--- config.mk ---
export PLATFORM = sky130hd
export DESIGN_NAME = water_risk_level_monitor_unit
export DESIGN_NICKNAME = d
export VERILOG_FILES = /design/src/design/wrlm_pkg.sv /design/src/design/wrlm_front.sv /design/src/design/wrlm_queue.sv /design/src/design/wrlm_back.sv /design/src/design/water_risk_level_monitor_unit.sv
export SDC_FILE = /design/constraint.sdc
export NUM_CORES = 1
export LEC_CHECK = 0
export ABC_AREA = 1
export BUFFER_PORTS_ARGS = -buffer_cell sky130_fd_sc_hd__buf_4
export CAP_MARGIN = 20
export CORE_ASPECT_RATIO = 1.75
export CORE_MARGIN = 2
export CORE_UTILIZATION = 35
export DETAILED_ROUTE_END_ITERATION = 12
export HOLD_SLACK_MARGIN = 0.03
export SETUP_SLACK_MARGIN = 0.4
export SLEW_MARGIN = 30
export SYNTH_ARGS = -nofsm -noshare
export SYNTH_HDL_FRONTEND = slang
export SYNTH_HIERARCHICAL = 1
export SYNTH_SLANG_ARGS = --single-unit
--- constraint.sdc ---
create_clock -name clock -period 9.86 [get_ports clock]
set_input_delay 1.972 -clock clock [delete_from_list [all_inputs] [get_ports clock]]
set_output_delay 1.972 -clock clock [all_outputs]
set_load 0.05 [all_outputs]
--- src/design/wrlm_pkg.sv ---
// ----------------------------------------------------------------------------
// wrlm_pkg: shared types and codes for the water risk level monitor
// Event kinds, risk level codes, register indexes, reset values and the
// structs that run between the front end, the back end and the register file.
// ----------------------------------------------------------------------------
package wrlm_pkg;

   // register file geometry
   localparam int CSR_DATA_BITS  = 32;
   localparam int CSR_INDEX_BITS = 3;
   localparam int THR_BITS       = 12;
   localparam int INTERVAL_BITS  = 32;

   // event kinds
   localparam logic [1:0] KIND_SAMPLE  = 2'd0;
   localparam logic [1:0] KIND_TICK    = 2'd1;
   localparam logic [1:0] KIND_ACTUATE = 2'd2;

   // risk levels
   localparam logic [1:0] LEVEL_SAFE    = 2'd0;
   localparam logic [1:0] LEVEL_WARNING = 2'd1;
   localparam logic [1:0] LEVEL_ALERT   = 2'd2;
   localparam logic [1:0] LEVEL_DANGER  = 2'd3;

   // register indexes
   localparam logic [CSR_INDEX_BITS-1:0] CSR_WARNING_THRESHOLD = 3'd0;
   localparam logic [CSR_INDEX_BITS-1:0] CSR_ALERT_THRESHOLD   = 3'd1;
   localparam logic [CSR_INDEX_BITS-1:0] CSR_DANGER_THRESHOLD  = 3'd2;
   localparam logic [CSR_INDEX_BITS-1:0] CSR_ZERO_OFFSET       = 3'd3;
   localparam logic [CSR_INDEX_BITS-1:0] CSR_COUNTS_PER_CM     = 3'd4;
   localparam logic [CSR_INDEX_BITS-1:0] CSR_REPORT_INTERVAL   = 3'd5;
   localparam logic [CSR_INDEX_BITS-1:0] CSR_HOLD_TIME         = 3'd6;

   // register reset values
   localparam logic [THR_BITS-1:0]      RST_WARNING_THRESHOLD = 12'd1024;
   localparam logic [THR_BITS-1:0]      RST_ALERT_THRESHOLD   = 12'd2048;
   localparam logic [THR_BITS-1:0]      RST_DANGER_THRESHOLD  = 12'd3072;
   localparam logic [THR_BITS-1:0]      RST_ZERO_OFFSET       = 12'd0;
   localparam logic [THR_BITS-1:0]      RST_COUNTS_PER_CM     = 12'd16;
   localparam logic [INTERVAL_BITS-1:0] RST_REPORT_INTERVAL   = 32'd60000;
   localparam logic [INTERVAL_BITS-1:0] RST_HOLD_TIME         = 32'd30000;

   // thresholds used by the front end
   typedef struct packed {
      logic [THR_BITS-1:0] warning;
      logic [THR_BITS-1:0] alert;
      logic [THR_BITS-1:0] danger;
   } wrlm_thr_type;

   // calibration and timing used by the back end
   typedef struct packed {
      logic [THR_BITS-1:0]      zero_offset;
      logic [THR_BITS-1:0]      counts_per_cm;
      logic [INTERVAL_BITS-1:0] report_interval_ms;
      logic [INTERVAL_BITS-1:0] hold_time_ms;
   } wrlm_cal_type;

   // decoded event, as queued between front and back
   typedef struct packed {
      logic       is_sample;
      logic       is_actuate;
      logic [1:0] class_level;
   } wrlm_ctl_type;

endpackage

--- src/design/wrlm_front.sv ---
// ----------------------------------------------------------------------------
// wrlm_front: event intake and classification
// Decodes the event kind and classifies the sample against the three
// thresholds, then pushes the decoded beat into the queue.
// ----------------------------------------------------------------------------
module wrlm_front #(
   parameter int SAMPLE_BITS = 12,
   parameter int TIME_BITS   = 48
) (
   input  logic                      req_valid,
   output logic                      req_stall,
   input  logic [1:0]                req_kind,
   input  logic [SAMPLE_BITS-1:0]    req_sample,
   input  logic [TIME_BITS-1:0]      req_now_ms,
   input  wrlm_pkg::wrlm_thr_type    thr,
   input  logic                      q_full,
   output logic                      push,
   output wrlm_pkg::wrlm_ctl_type    push_ctl,
   output logic [SAMPLE_BITS-1:0]    push_sample,
   output logic [TIME_BITS-1:0]      push_now_ms
);

   localparam int CW = (SAMPLE_BITS > wrlm_pkg::THR_BITS) ? SAMPLE_BITS : wrlm_pkg::THR_BITS;

   logic [CW-1:0] s_ext;
   logic [1:0]    class_level;

   assign s_ext = CW'(req_sample);

   always_comb begin
      if (s_ext >= CW'(thr.danger)) begin
         class_level = wrlm_pkg::LEVEL_DANGER;
      end else if (s_ext >= CW'(thr.alert)) begin
         class_level = wrlm_pkg::LEVEL_ALERT;
      end else if (s_ext >= CW'(thr.warning)) begin
         class_level = wrlm_pkg::LEVEL_WARNING;
      end else begin
         class_level = wrlm_pkg::LEVEL_SAFE;
      end
   end

   always_comb begin
      push_ctl             = '0;
      push_ctl.class_level = class_level;
      case (req_kind)
         wrlm_pkg::KIND_SAMPLE: begin
            push_ctl.is_sample = 1'b1;
         end
         wrlm_pkg::KIND_ACTUATE: begin
            push_ctl.is_actuate = 1'b1;
         end
         wrlm_pkg::KIND_TICK: begin
            push_ctl.is_sample = 1'b0;
         end
         default: begin
            // unused kind re-evaluates like a tick
            push_ctl.is_sample = 1'b0;
         end
      endcase
   end

   assign req_stall   = q_full;
   assign push        = req_valid && !q_full;
   assign push_sample = req_sample;
   assign push_now_ms = req_now_ms;

endmodule

--- src/design/wrlm_queue.sv ---
// ----------------------------------------------------------------------------
// wrlm_queue: two-entry queue between front and back
// Plain FIFO of decoded beats; lets intake run ahead of the back end.
// ----------------------------------------------------------------------------
module wrlm_queue #(
   parameter int WIDTH = 64
) (
   input  logic             clock,
   input  logic             reset,
   input  logic             push,
   input  logic [WIDTH-1:0] push_data,
   output logic             full,
   input  logic             pop,
   output logic [WIDTH-1:0] pop_data,
   output logic             not_empty
);

   logic [WIDTH-1:0] entry_ff [2];
   logic             wr_ptr_ff;
   logic             wr_ptr_in;
   logic             rd_ptr_ff;
   logic             rd_ptr_in;
   logic [1:0]       count_ff;
   logic [1:0]       count_in;

   assign full      = (count_ff == 2'd2);
   assign not_empty = (count_ff != 2'd0);
   assign pop_data  = entry_ff[rd_ptr_ff];

   always_comb begin
      wr_ptr_in = push ? !wr_ptr_ff : wr_ptr_ff;
      rd_ptr_in = pop ? !rd_ptr_ff : rd_ptr_ff;
      count_in  = count_ff + 2'(push) - 2'(pop);
   end

   always_ff @(posedge clock) begin
      if (reset) begin
         wr_ptr_ff <= 1'b0;
         rd_ptr_ff <= 1'b0;
         count_ff  <= 2'd0;
      end else begin
         wr_ptr_ff <= wr_ptr_in;
         rd_ptr_ff <= rd_ptr_in;
         count_ff  <= count_in;
      end
   end

   always_ff @(posedge clock) begin
      if (push) begin
         entry_ff[wr_ptr_ff] <= push_data;
      end
   end

endmodule

--- src/design/wrlm_back.sv ---
// ----------------------------------------------------------------------------
// wrlm_back: event execution
// Updates hold and report state, resolves the effective level and power cut,
// runs a restoring divide for the depth and holds the result beat.
// ----------------------------------------------------------------------------
module wrlm_back #(
   parameter int SAMPLE_BITS = 12,
   parameter int TIME_BITS   = 48
) (
   input  logic                      clock,
   input  logic                      reset,
   input  wrlm_pkg::wrlm_cal_type    cal,
   input  logic                      q_not_empty,
   output logic                      pop,
   input  wrlm_pkg::wrlm_ctl_type    pop_ctl,
   input  logic [SAMPLE_BITS-1:0]    pop_sample,
   input  logic [TIME_BITS-1:0]      pop_now_ms,
   output logic                      rsp_valid,
   input  logic                      rsp_stall,
   output logic [1:0]                rsp_risk_level,
   output logic                      rsp_report_water,
   output logic [15:0]               rsp_level_sixteenths,
   output logic                      rsp_cut_power
);

   localparam int TB       = wrlm_pkg::THR_BITS;
   localparam int CW       = (SAMPLE_BITS > TB) ? SAMPLE_BITS : TB;
   localparam int N        = CW + 4;
   localparam int CNT_BITS = $clog2(N);

   typedef enum logic [2:0] {
      ST_IDLE,
      ST_EVAL,
      ST_LEVEL,
      ST_DIV,
      ST_OUT
   } state_type;

   state_type              state_ff;
   wrlm_pkg::wrlm_ctl_type cur_ctl_ff;
   logic [SAMPLE_BITS-1:0] cur_sample_ff;
   logic [TIME_BITS-1:0]   cur_now_ff;

   logic [1:0]             sampled_level_ff;
   logic [1:0]             previous_level_ff;
   logic [TIME_BITS-1:0]   hold_until_ff;
   logic [TIME_BITS-1:0]   last_report_ff;

   logic                   report_ff;
   logic                   div_go_ff;
   logic [1:0]             eff_level_ff;
   logic                   cut_ff;
   logic [TB-1:0]          rem_ff;
   logic [N-1:0]           quo_ff;
   logic [CNT_BITS-1:0]    div_cnt_ff;

   logic                   rsp_valid_ff;
   logic [1:0]             rsp_risk_level_ff;
   logic                   rsp_report_water_ff;
   logic [15:0]            rsp_level_sixteenths_ff;
   logic                   rsp_cut_power_ff;

   logic [TIME_BITS:0]     hold_sum;
   logic [TIME_BITS-1:0]   hold_end;
   logic [TIME_BITS:0]     since_diff;
   logic                   report_due;
   logic [CW-1:0]          s_ext;
   logic [CW-1:0]          zoff_ext;
   logic                   above_zero;
   logic [CW-1:0]          depth_raw;
   logic [TB-1:0]          divisor;
   logic [TB:0]            rem_shift;
   logic                   rem_ge;
   logic [TB:0]            rem_sub;
   logic [TB-1:0]          rem_next;
   logic [1:0]             eff_level;
   logic                   out_free;
   logic [15:0]            depth_sat;

   // hold end, saturating at the top of the time range
   assign hold_sum   = (TIME_BITS+1)'(cur_now_ff) + (TIME_BITS+1)'(cal.hold_time_ms);
   assign hold_end   = hold_sum[TIME_BITS] ? '1 : hold_sum[TIME_BITS-1:0];

   // report due: time not gone backwards and the interval has passed
   assign since_diff = (TIME_BITS+1)'(cur_now_ff) - (TIME_BITS+1)'(last_report_ff);
   assign report_due = !since_diff[TIME_BITS]
                    && (since_diff[TIME_BITS-1:0] >= TIME_BITS'(cal.report_interval_ms));

   assign s_ext      = CW'(cur_sample_ff);
   assign zoff_ext   = CW'(cal.zero_offset);
   assign above_zero = s_ext > zoff_ext;
   assign depth_raw  = s_ext - zoff_ext;

   // zero scale is taken as one
   assign divisor    = (cal.counts_per_cm == '0) ? TB'(1) : cal.counts_per_cm;

   // one restoring divide step
   assign rem_shift  = {rem_ff, quo_ff[N-1]};
   assign rem_ge     = rem_shift >= {1'b0, divisor};
   assign rem_sub    = rem_shift - {1'b0, divisor};
   assign rem_next   = rem_ge ? rem_sub[TB-1:0] : rem_shift[TB-1:0];

   assign depth_sat  = ((quo_ff >> 16) != '0) ? 16'hFFFF : quo_ff[15:0];

   assign eff_level  = (cur_now_ff < hold_until_ff) ? wrlm_pkg::LEVEL_DANGER
                                                    : sampled_level_ff;

   assign out_free   = !rsp_valid_ff || !rsp_stall;
   assign pop        = (state_ff == ST_IDLE) && q_not_empty;

   always_ff @(posedge clock) begin
      if (reset) begin
         state_ff          <= ST_IDLE;
         sampled_level_ff  <= wrlm_pkg::LEVEL_SAFE;
         previous_level_ff <= wrlm_pkg::LEVEL_SAFE;
         hold_until_ff     <= '0;
         last_report_ff    <= '0;
         rsp_valid_ff      <= 1'b0;
      end else begin
         // ST_OUT loads or keeps the beat itself
         if (rsp_valid_ff && !rsp_stall && (state_ff != ST_OUT)) begin
            rsp_valid_ff <= 1'b0;
         end
         case (state_ff)
            ST_IDLE: begin
               if (q_not_empty) begin
                  cur_ctl_ff    <= pop_ctl;
                  cur_sample_ff <= pop_sample;
                  cur_now_ff    <= pop_now_ms;
                  state_ff      <= ST_EVAL;
               end
            end
            ST_EVAL: begin
               report_ff  <= cur_ctl_ff.is_sample && report_due;
               div_go_ff  <= cur_ctl_ff.is_sample && report_due && above_zero;
               quo_ff     <= {depth_raw, 4'b0000};
               rem_ff     <= '0;
               div_cnt_ff <= '0;
               if (cur_ctl_ff.is_actuate) begin
                  hold_until_ff <= hold_end;
               end
               if (cur_ctl_ff.is_sample) begin
                  sampled_level_ff <= cur_ctl_ff.class_level;
                  if (report_due) begin
                     last_report_ff <= cur_now_ff;
                  end
               end
               state_ff <= ST_LEVEL;
            end
            ST_LEVEL: begin
               eff_level_ff      <= eff_level;
               cut_ff            <= (eff_level == wrlm_pkg::LEVEL_DANGER)
                                 && (previous_level_ff != wrlm_pkg::LEVEL_DANGER);
               previous_level_ff <= eff_level;
               state_ff          <= (report_ff && div_go_ff) ? ST_DIV : ST_OUT;
            end
            ST_DIV: begin
               rem_ff     <= rem_next;
               quo_ff     <= {quo_ff[N-2:0], rem_ge};
               div_cnt_ff <= div_cnt_ff + CNT_BITS'(1);
               if (div_cnt_ff == CNT_BITS'(N-1)) begin
                  state_ff <= ST_OUT;
               end
            end
            ST_OUT: begin
               if (out_free) begin
                  rsp_valid_ff            <= 1'b1;
                  rsp_risk_level_ff       <= eff_level_ff;
                  rsp_cut_power_ff        <= cut_ff;
                  rsp_report_water_ff     <= report_ff;
                  rsp_level_sixteenths_ff <= (report_ff && div_go_ff) ? depth_sat : 16'd0;
                  state_ff                <= ST_IDLE;
               end
            end
            default: begin
               state_ff <= ST_IDLE;
            end
         endcase
      end
   end

   assign rsp_valid            = rsp_valid_ff;
   assign rsp_risk_level       = rsp_risk_level_ff;
   assign rsp_report_water     = rsp_report_water_ff;
   assign rsp_level_sixteenths = rsp_level_sixteenths_ff;
   assign rsp_cut_power        = rsp_cut_power_ff;

endmodule

--- src/design/water_risk_level_monitor_unit.sv ---
// ----------------------------------------------------------------------------
// water_risk_level_monitor_unit: water risk level monitor, top level
// Register file, event intake, two-entry queue and execution back end.
// ----------------------------------------------------------------------------
// Each req beat is one timestamped event (water sample, tick or actuation
// command) and yields exactly one rsp beat: the effective risk level, a power
// cut flag on each entry into danger, and a rate-limited water report with the
// depth in 1/16 cm (zero when no report is due). The front end classifies the
// sample on the way in and parks the beat in a two-entry queue, so up to two
// events are taken while the back end is busy or the rsp side stalls. The back
// end handles one event at a time: it pops the event, updates the state,
// resolves the level and then loads the output register, waiting there while
// the rsp side stalls; a sample whose report is due and whose reading is above
// zero_offset adds a restoring divide, one quotient bit per cycle, before the
// load. Registers may be written only while the block is idle.
// ----------------------------------------------------------------------------
module water_risk_level_monitor_unit #(
   parameter int TIME_BITS   = 48,
   parameter int SAMPLE_BITS = 12
) (
   input  logic                                 clock,
   input  logic                                 reset,
   // event channel
   input  logic                                 req_valid,
   output logic                                 req_stall,
   input  logic [1:0]                           req_kind,
   input  logic [SAMPLE_BITS-1:0]               req_sample,
   input  logic [TIME_BITS-1:0]                 req_now_ms,
   // result channel
   output logic                                 rsp_valid,
   input  logic                                 rsp_stall,
   output logic [1:0]                           rsp_risk_level,
   output logic                                 rsp_report_water,
   output logic [15:0]                          rsp_level_sixteenths,
   output logic                                 rsp_cut_power,
   // register write port
   input  logic                                 csr_we,
   input  logic [wrlm_pkg::CSR_INDEX_BITS-1:0]  csr_index,
   input  logic [wrlm_pkg::CSR_DATA_BITS-1:0]   csr_wdata
);

   localparam int CTL_BITS = $bits(wrlm_pkg::wrlm_ctl_type);
   localparam int Q_WIDTH  = CTL_BITS + SAMPLE_BITS + TIME_BITS;
   localparam int TB       = wrlm_pkg::THR_BITS;
   localparam int IB       = wrlm_pkg::INTERVAL_BITS;

   // register file
   logic [TB-1:0] warning_ff;
   logic [TB-1:0] alert_ff;
   logic [TB-1:0] danger_ff;
   logic [TB-1:0] zero_offset_ff;
   logic [TB-1:0] counts_per_cm_ff;
   logic [IB-1:0] report_interval_ff;
   logic [IB-1:0] hold_time_ff;

   wrlm_pkg::wrlm_thr_type thr;
   wrlm_pkg::wrlm_cal_type cal;

   // front to queue
   logic                   push;
   wrlm_pkg::wrlm_ctl_type push_ctl;
   logic [SAMPLE_BITS-1:0] push_sample;
   logic [TIME_BITS-1:0]   push_now_ms;
   logic                   q_full;

   // queue to back
   logic                   pop;
   logic                   q_not_empty;
   logic [Q_WIDTH-1:0]     pop_data;
   wrlm_pkg::wrlm_ctl_type pop_ctl;
   logic [SAMPLE_BITS-1:0] pop_sample;
   logic [TIME_BITS-1:0]   pop_now_ms;

   // writes to an unlisted index are dropped
   always_ff @(posedge clock) begin
      if (reset) begin
         warning_ff         <= wrlm_pkg::RST_WARNING_THRESHOLD;
         alert_ff           <= wrlm_pkg::RST_ALERT_THRESHOLD;
         danger_ff          <= wrlm_pkg::RST_DANGER_THRESHOLD;
         zero_offset_ff     <= wrlm_pkg::RST_ZERO_OFFSET;
         counts_per_cm_ff   <= wrlm_pkg::RST_COUNTS_PER_CM;
         report_interval_ff <= wrlm_pkg::RST_REPORT_INTERVAL;
         hold_time_ff       <= wrlm_pkg::RST_HOLD_TIME;
      end else if (csr_we) begin
         case (csr_index)
            wrlm_pkg::CSR_WARNING_THRESHOLD: warning_ff         <= csr_wdata[TB-1:0];
            wrlm_pkg::CSR_ALERT_THRESHOLD:   alert_ff           <= csr_wdata[TB-1:0];
            wrlm_pkg::CSR_DANGER_THRESHOLD:  danger_ff          <= csr_wdata[TB-1:0];
            wrlm_pkg::CSR_ZERO_OFFSET:       zero_offset_ff     <= csr_wdata[TB-1:0];
            wrlm_pkg::CSR_COUNTS_PER_CM:     counts_per_cm_ff   <= csr_wdata[TB-1:0];
            wrlm_pkg::CSR_REPORT_INTERVAL:   report_interval_ff <= csr_wdata[IB-1:0];
            wrlm_pkg::CSR_HOLD_TIME:         hold_time_ff       <= csr_wdata[IB-1:0];
            default: begin
            end
         endcase
      end
   end

   assign thr.warning            = warning_ff;
   assign thr.alert              = alert_ff;
   assign thr.danger             = danger_ff;
   assign cal.zero_offset        = zero_offset_ff;
   assign cal.counts_per_cm      = counts_per_cm_ff;
   assign cal.report_interval_ms = report_interval_ff;
   assign cal.hold_time_ms       = hold_time_ff;

   // intake: decode and classify
   wrlm_front #(
      .SAMPLE_BITS (SAMPLE_BITS),
      .TIME_BITS   (TIME_BITS)
   ) u_front (
      .req_valid   (req_valid),
      .req_stall   (req_stall),
      .req_kind    (req_kind),
      .req_sample  (req_sample),
      .req_now_ms  (req_now_ms),
      .thr         (thr),
      .q_full      (q_full),
      .push        (push),
      .push_ctl    (push_ctl),
      .push_sample (push_sample),
      .push_now_ms (push_now_ms)
   );

   // decoupling queue
   wrlm_queue #(
      .WIDTH (Q_WIDTH)
   ) u_queue (
      .clock     (clock),
      .reset     (reset),
      .push      (push),
      .push_data ({push_ctl, push_sample, push_now_ms}),
      .full      (q_full),
      .pop       (pop),
      .pop_data  (pop_data),
      .not_empty (q_not_empty)
   );

   assign pop_ctl    = pop_data[Q_WIDTH-1 -: CTL_BITS];
   assign pop_sample = pop_data[TIME_BITS +: SAMPLE_BITS];
   assign pop_now_ms = pop_data[TIME_BITS-1:0];

   // execution: state update, level, divide, output register
   wrlm_back #(
      .SAMPLE_BITS (SAMPLE_BITS),
      .TIME_BITS   (TIME_BITS)
   ) u_back (
      .clock                (clock),
      .reset                (reset),
      .cal                  (cal),
      .q_not_empty          (q_not_empty),
      .pop                  (pop),
      .pop_ctl              (pop_ctl),
      .pop_sample           (pop_sample),
      .pop_now_ms           (pop_now_ms),
      .rsp_valid            (rsp_valid),
      .rsp_stall            (rsp_stall),
      .rsp_risk_level       (rsp_risk_level),
      .rsp_report_water     (rsp_report_water),
      .rsp_level_sixteenths (rsp_level_sixteenths),
      .rsp_cut_power        (rsp_cut_power)
   );

endmodule

==> results of run 1 <==
[cell type report]
type	count	area, µm²
Multi-Input combinational cell	2415	13600
Timing Repair Buffer	146	1120
Clock inverter	25	243
Sequential cell	482	12100
Inverter	637	2390
Fill cell	8610	50700
Clock buffer	61	1310
Tap cell	1065	1330
Antenna cell	1	2.50
[cell usage in the layout, fill, tap and decap left out, types with 5 or more instances in the layout]
master	Yosys	routed
nand3b_1	8	8
nor4_1	12	12
o21ai_0	131	131
xor2_1	51	51
nand3_1	190	190
nor3_1	31	29
o21a_1	8	8
clkbuf_16	0	49
clkbuf_1	39	8
nor2_1	486	483
edfxtp_1	249	249
ha_1	222	222
xnor2_1	33	33
dfxtp_1	233	232
inv_2	9	11
a31oi_1	39	39
a21oi_1	205	205
clkinv_2	0	8
o21bai_1	18	18
buf_4	67	144
a21o_1	11	11
nor2_2	12	13
nand4_1	69	69
inv_1	628	625
a211oi_1	7	7
mux2_4	60	60
nand2_1	771	771
nand2_2	5	5
[cells by family after synthesis]
kind of cell,synth area share
simple gates,0.226
buf+inv,0.118
flops,0.416
compound gates,0.0843
fa+ha+maj,0.0979
xor+xnor,0.0252
mux,0.0324
[state kept, by name, indices dropped and copies added, names as in the netlist, 16 cells and up, named ones only]
register                     count
report_interval_ff              32
u_queue/entry_ff               128
u_back/rsp_level_sixteenths     16
hold_time_ff                    32
u_back/hold_until_ff            48
u_back/depth_sat                16
u_back/last_report_ff           48
u_back/cur_now_ff               48
[path summary, 6_finish.rpt]
check / from / to / slack (ns) / cells past startpoint
max: u_back/cur_now_ff[0] / u_back/last_report_ff[18] / 4.80 / 28
max reg2reg: u_back/cur_now_ff[0] / u_back/last_report_ff[18] / 4.80 / 28
min reg2reg: u_back/eff_level_ff[1] / u_back/rsp_risk_level[1] / 0.42 / 0
min: u_back/eff_level_ff[1] / u_back/rsp_risk_level[1] / 0.42 / 0
[layer usage]
metal,wire (µm),GRT usage,part of all wire
met2,42400,0.356,0.51
met5,0,0,0
met1,33600,0.214,0.40
met3,2830,0.0202,0.034
met4,4490,0.101,0.054
[where the power goes]
part | internal (W) | switching [W] | total, W | leakage, nW
clock | 0.00102 | 0.000819 | 0.00184 | 0.754
combinational | 0.00111 | 0.00201 | 0.00312 | 9.36
sequential | 0.00248 | 0.000192 | 0.00267 | 4.21
total | 0.00461 | 0.00302 | 0.00763 | 14.3
[worst reg2reg max path: cells and delay by family, from the launching register on]
family	cells	cell delay [ns]
AOI/OAI and AO/OA	1	0.15
buffers and inverters	4	0.73
adders and majority gates	3	0.96
DFF	1	0.37
xor gates and xnor gates	1	0.19
and+or+nand+nor	19	2.57
[stage by stage]
stage / instances / power, W / cell area (µm²)
floorplan: 3696 / 0.00494 / 29200
global placement: 4743 / 0.00579 / 30600
detailed placement: 4744 / 0.00581 / 30600
CTS: 4830 / 0.00769 / 32200
global route: 4832 / 0.00817 / 32200
finish: 4832 / 0.00763 / 32200
==> qor.yml, run 1 <==
fp.dieH_um: 386
cp-end-kind: "flop"
synth_cell_types: 51
cap_violations: 0
async_flop_share: 0
fmax_mhz: 198
status: "completed"
synth_top_area_cell: "edfxtp_1"
finalCritPeriodShare: 0.513
port_buffers: 123
synth_top_area_frac: 0.256
clockBufferDepth: 3
grt_max_degree: 75
cpPeakStageDelay_ns: 0.60
area_growth_pct: 10.2
hold_violations: 0
placementRows: 140
die_area_mm2: 0.0858
critPathKind: "reg -> reg"
coreArea_mm2: 0.0829
place_congestion: 0.999
maxSlewHeadroom: 0.266
synth-seq-area-share: 0.416
rsz0062_at_grt: "no"
crit_slowest_cell: "nand3_4"
grt.overflow.total: 0
cp_data_arrival_time_ns: 5.58
io-pin-count: 124
fin_skew_ns: 0.0212
via_per_inst: 4.86
setup_viol: 0
crit_top_cell: "nand2_1"
synth_nets: 4024
netlist_instances: 3696
netlist_top_cells_area: "edfxtp_1, dfxtp_1, nand2_1"
dpl.hpwl_mm: 64.6
cts_tree: "done"
htree_num_levels: 2
start_kind: "flop"
p_leak_nw: 14.3
yosys-top-cells-count: "nand2_1, inv_1, nor2_1"
peakVddDrop_mv: 0.129
p_per_area_mw_per_mm2: 237
netlist_area_mm2: 0.0292
critPathBufInv: 4
ys.flop_type: "edfxtp_1"
grt_pass1_vias: 23000
antenna_left: 0
critPathMaxFanout: 50
fin_ws_ns: 4.80
vias: 23500
drc: 0
hold_buffers: 0
critical-path-top-delay-family: "simple AND/OR/NAND/NOR gates"
hold_ws_ns: 0.424
cts_setup_buffers: 0
setup-tns-final_ns: 0
cp.required_ns: 10.39
clock_latency_ns: 0.61
nNetsFinal: 4056
synth-edff-count: 249
grt_pass1_wl_mm: 127
dpl_worst_slack_ns: 4.81
cts_buffers: 46
grt_util_all_layers: 0.191
drt_iter0_drc: 1249
yosysMostFrequentCell: "nand2_1"
wl_per_cell_um: 17.3
utilization: 0.388
clk_transition_reported_paths_ns: 0.07
post_cts_resized: 0
ys_ff_latch: 482
hp-class: "reg -> reg"
antenna_found_initial: 1
worst_pin_slew_ns: 1.09
final_layout_size_suffix_gt1_frac: 0.0887
period_minus_slack_ns: 5.06
drt_wl_total_mm: 83.4
drt_first_pass_iters: 5
yosysWarnings: 6
syn_avg_cell_area_um2: 7.90
cts.sinks: 482
die_w_um: 222
start_util: 0.352
slew_violations: 0
clockRootBuffer: "clkbuf_16"
(Power assumes the default switching activity.)
==> run 2: changes to the inputs <==
==> constraint.sdc (replaced) <==
create_clock -name clock -period 5.1 [get_ports clock]
set_input_delay 1.02 -clock clock [delete_from_list [all_inputs] [get_ports clock]]
set_output_delay 1.02 -clock clock [all_outputs]
set_load 0.05 [all_outputs]
==> run 2 against run 1 <==
Compared with the run above:
- global-route usage about the same
- non-clock buffer count grew 2
- sequential power is 93% higher
- via count is 0.34% lower
- largest cell class unchanged
- design area is 0.14% higher
- power increased by 93%
- sequential share of layout area down 0.053 points
- fmax rose by 18%
==> qor.yml, run 2 (synthesized netlist as in run 1, its figures left out) <==
cts_setup_buffers: 0  # unchanged
fill_cells: 8535  # -0.87%
path_cells: "ha_1, nand2_1, inv_1, a21oi_1, nand3_1, a31oi_1, xnor2_1, ha_1, a21oi_1, o21ai_0, nand2_1, o211ai_1, a31oi_1, nand2_1, nor2_1, nand3_1, nor2_1, nand2_2, nand3_2, buf_6, nand2_1, inv_1, nor2_1"
grt_use_met1: 0.215  # +0.00136
antenna_left: 0  # unchanged
period_minus_slack_ns: 4.30  # -0.753 ns
clock_latency_ns: 0.62  # about the same
largest_reg_flops: 128  # unchanged
grt_util_all_layers: 0.191  # -0.000459
critPathMaxFanout: 32  # -36%
cp-end-kind: "flop"
antenna_found_initial: 0  # -1
drt_first_pass_iters: 5  # unchanged
hold_buffers: 0  # unchanged
maxSlewHeadroom: 0.386  # +0.120
nNetsFinal: 4060  # +0.099%
die_w_um: 222  # unchanged
start_kind: "flop"
hold_violations: 0  # unchanged
crit_top_cell: "nand2_1"
cts_tree: "done"
dpl_worst_slack_ns: 0.652  # -4.15 ns
port_buffers: 123  # unchanged
wl_per_cell_um: 17.1  # -1.0%
final_layout_size_suffix_gt1_frac: 0.0910  # +0.00227
htree_num_levels: 2  # unchanged
hp-class: "reg -> reg"
cts.sinks: 482  # unchanged
fin_ws_ns: 0.797  # -4.01 ns
regMostFlops: "u_queue/entry_ff"
vias: 23400  # -0.34%
io-pin-count: 124  # unchanged
placementRows: 140  # unchanged
busiest_layer: "met2"
start_util: 0.352  # unchanged
p_leak_nw: 14.3  # +0.12%
cp.required_ns: 5.62  # -4.77 ns
layout_common_cells: "nand2_1, inv_1, nor2_1, edfxtp_1, dfxtp_1"
diodes: 0  # -1
status: "completed"
critical-path-top-delay-family: "simple AND/OR/NAND/NOR gates"
area_growth_pct: 10.4
grt.met2_usage: 0.356  # about the same
fp.dieH_um: 386  # unchanged
cap_violations: 0  # unchanged
finalCritPeriodShare: 0.844  # +0.331
drt_wl_total_mm: 82.6  # -0.95%
peakVddDrop_mv: 0.258  # +99%
cp_data_arrival_time_ns: 4.82  # -0.76 ns
grtUsageMet3: 0.0199  # -0.000304
setup-tns-final_ns: 0  # unchanged
place_congestion: 0.982  # -1.7%
crit_slowest_cell: "edfxtp_1"
via_per_inst: 4.84  # -0.42%
grt.overflow.total: 0  # unchanged
final_common_cell: "nand2_1"
grt_pass1_vias: 23000  # -0.078%
slew_violations: 0  # unchanged
dpl.hpwl_mm: 64.4  # -0.40%
setup_viol: 0  # unchanged
worst_pin_slew_ns: 0.921  # -0.170 ns
coreArea_mm2: 0.0829  # unchanged
drc: 0  # unchanged
fmax_mhz: 232  # +18%
fin_skew_ns: 0.0301  # +0.00884 ns
critPathBufInv: 3  # -1
p_per_area_mw_per_mm2: 456  # +92%
rsz0062_at_grt: "no"
cpPeakStageDelay_ns: 0.49  # -0.11 ns
cts_buffers: 48  # +4.3%
grt_max_degree: 103  # +37%
clockBufferDepth: 3  # unchanged
utilization: 0.389  # +0.000543
grt_pass1_wl_mm: 128  # +0.33%
die_area_mm2: 0.0858  # unchanged
drt_iter0_drc: 1321  # +5.8%
clockRootBuffer: "clkbuf_16"
clk_transition_reported_paths_ns: 0.07  # about the same
critPathKind: "reg -> reg"
hold_ws_ns: 0.422  # -0.00235 ns
-- run 2: changes by cell type in the layout (fill, tap and decap cells not counted), sizes merged --
| cell | previous run | this run |
|---|---|---|
| inv | 640 | 641 |
| clkinv | 15 | 17 |
| bufinv | 3 | 1 |
| buf | 146 | 148 |
| clkbuf | 61 | 64 |
| clkinvlp | 4 | 3 |
| diode | 1 | 0 |
-- run 2: path summary, 6_finish.rpt --
kind | startpoint | end | slack (ns) | cells past startpoint
setup / recovery | u_back/cur_now_ff[9] | u_back/last_report_ff[28] | 0.80 | 23
hold reg to reg | u_back/eff_level_ff[1] | u_back/rsp_risk_level[1] | 0.42 | 0
hold / removal | u_back/eff_level_ff[1] | u_back/rsp_risk_level[1] | 0.42 | 0
setup reg to reg | u_back/cur_now_ff[9] | u_back/last_report_ff[28] | 0.80 | 23
-- run 2: power by group --
group,internal [W],switching [W],leakage [nW]
Clock,0.00190,0.00163,0.752
Sequential,0.00479,0.000371,4.21
Combinational,0.00213,0.00388,9.38
-- run 2: what timing repair did --
action | CTS | global route
endpoints found under the setup margin | 0 | 32
hold endpoints to repair | 0 | 0
gates resized for setup | 0 | 6
-- run 2: worst reg2reg max path, stage by stage (launching register included) --
cell      delay, ns
edfxtp_1       0.49
ha_1           0.42
nand2_1        0.15
inv_1          0.05
a21oi_1        0.27
nand3_1        0.38
a31oi_1        0.36
xnor2_1        0.16
ha_1           0.26
a21oi_1        0.13
o21ai_0        0.13
nand2_1        0.08
o211ai_1       0.08
a31oi_1        0.17
nand2_1        0.07
nor2_1         0.10
nand3_1        0.07
nor2_1         0.12
nand2_2        0.15
nand3_2        0.11
buf_6          0.26
nand2_1        0.11
inv_1          0.07
nor2_1         0.04
-- run 2: through the flow --
| step | cell area, µm² | power, W | std cells |
|---|---|---|---|
| 2_1_floorplan | 29200 | 0.00955 | 3696 |
| 3_3_place_gp | 30600 | 0.0112 | 4746 |
| 3_5_place_dp | 30700 | 0.0112 | 4747 |
| 4_1_cts | 32200 | 0.0148 | 4836 |
| 5_1_grt | 32200 | 0.0158 | 4836 |
| 6_report | 32200 | 0.0147 | 4836 |
-- run 2: area by class of cell --
class / instances / area [µm²] / area share
multi-input combinational: 2415 / 13700 / 0.424
sequential: 482 / 12100 / 0.377
clock buffer: 64 / 1320 / 0.0411
inverter: 637 / 2390 / 0.0743
tap: 1065 / 1330 / 0.0414
timing repair buffer: 148 / 1150 / 0.0357
clock inverter: 25 / 209 / 0.00649
-- run 2: metal layers --
| layer | vias up | routed length (µm) |
|---|---|---|
| met5 | - | 0 |
| met4 | 0 | 4190 |
| met3 | 167 | 2670 |
| met2 | 447 | 42000 |
| met1 | 10800 | 33700 |
| li1 | 11900 | - |
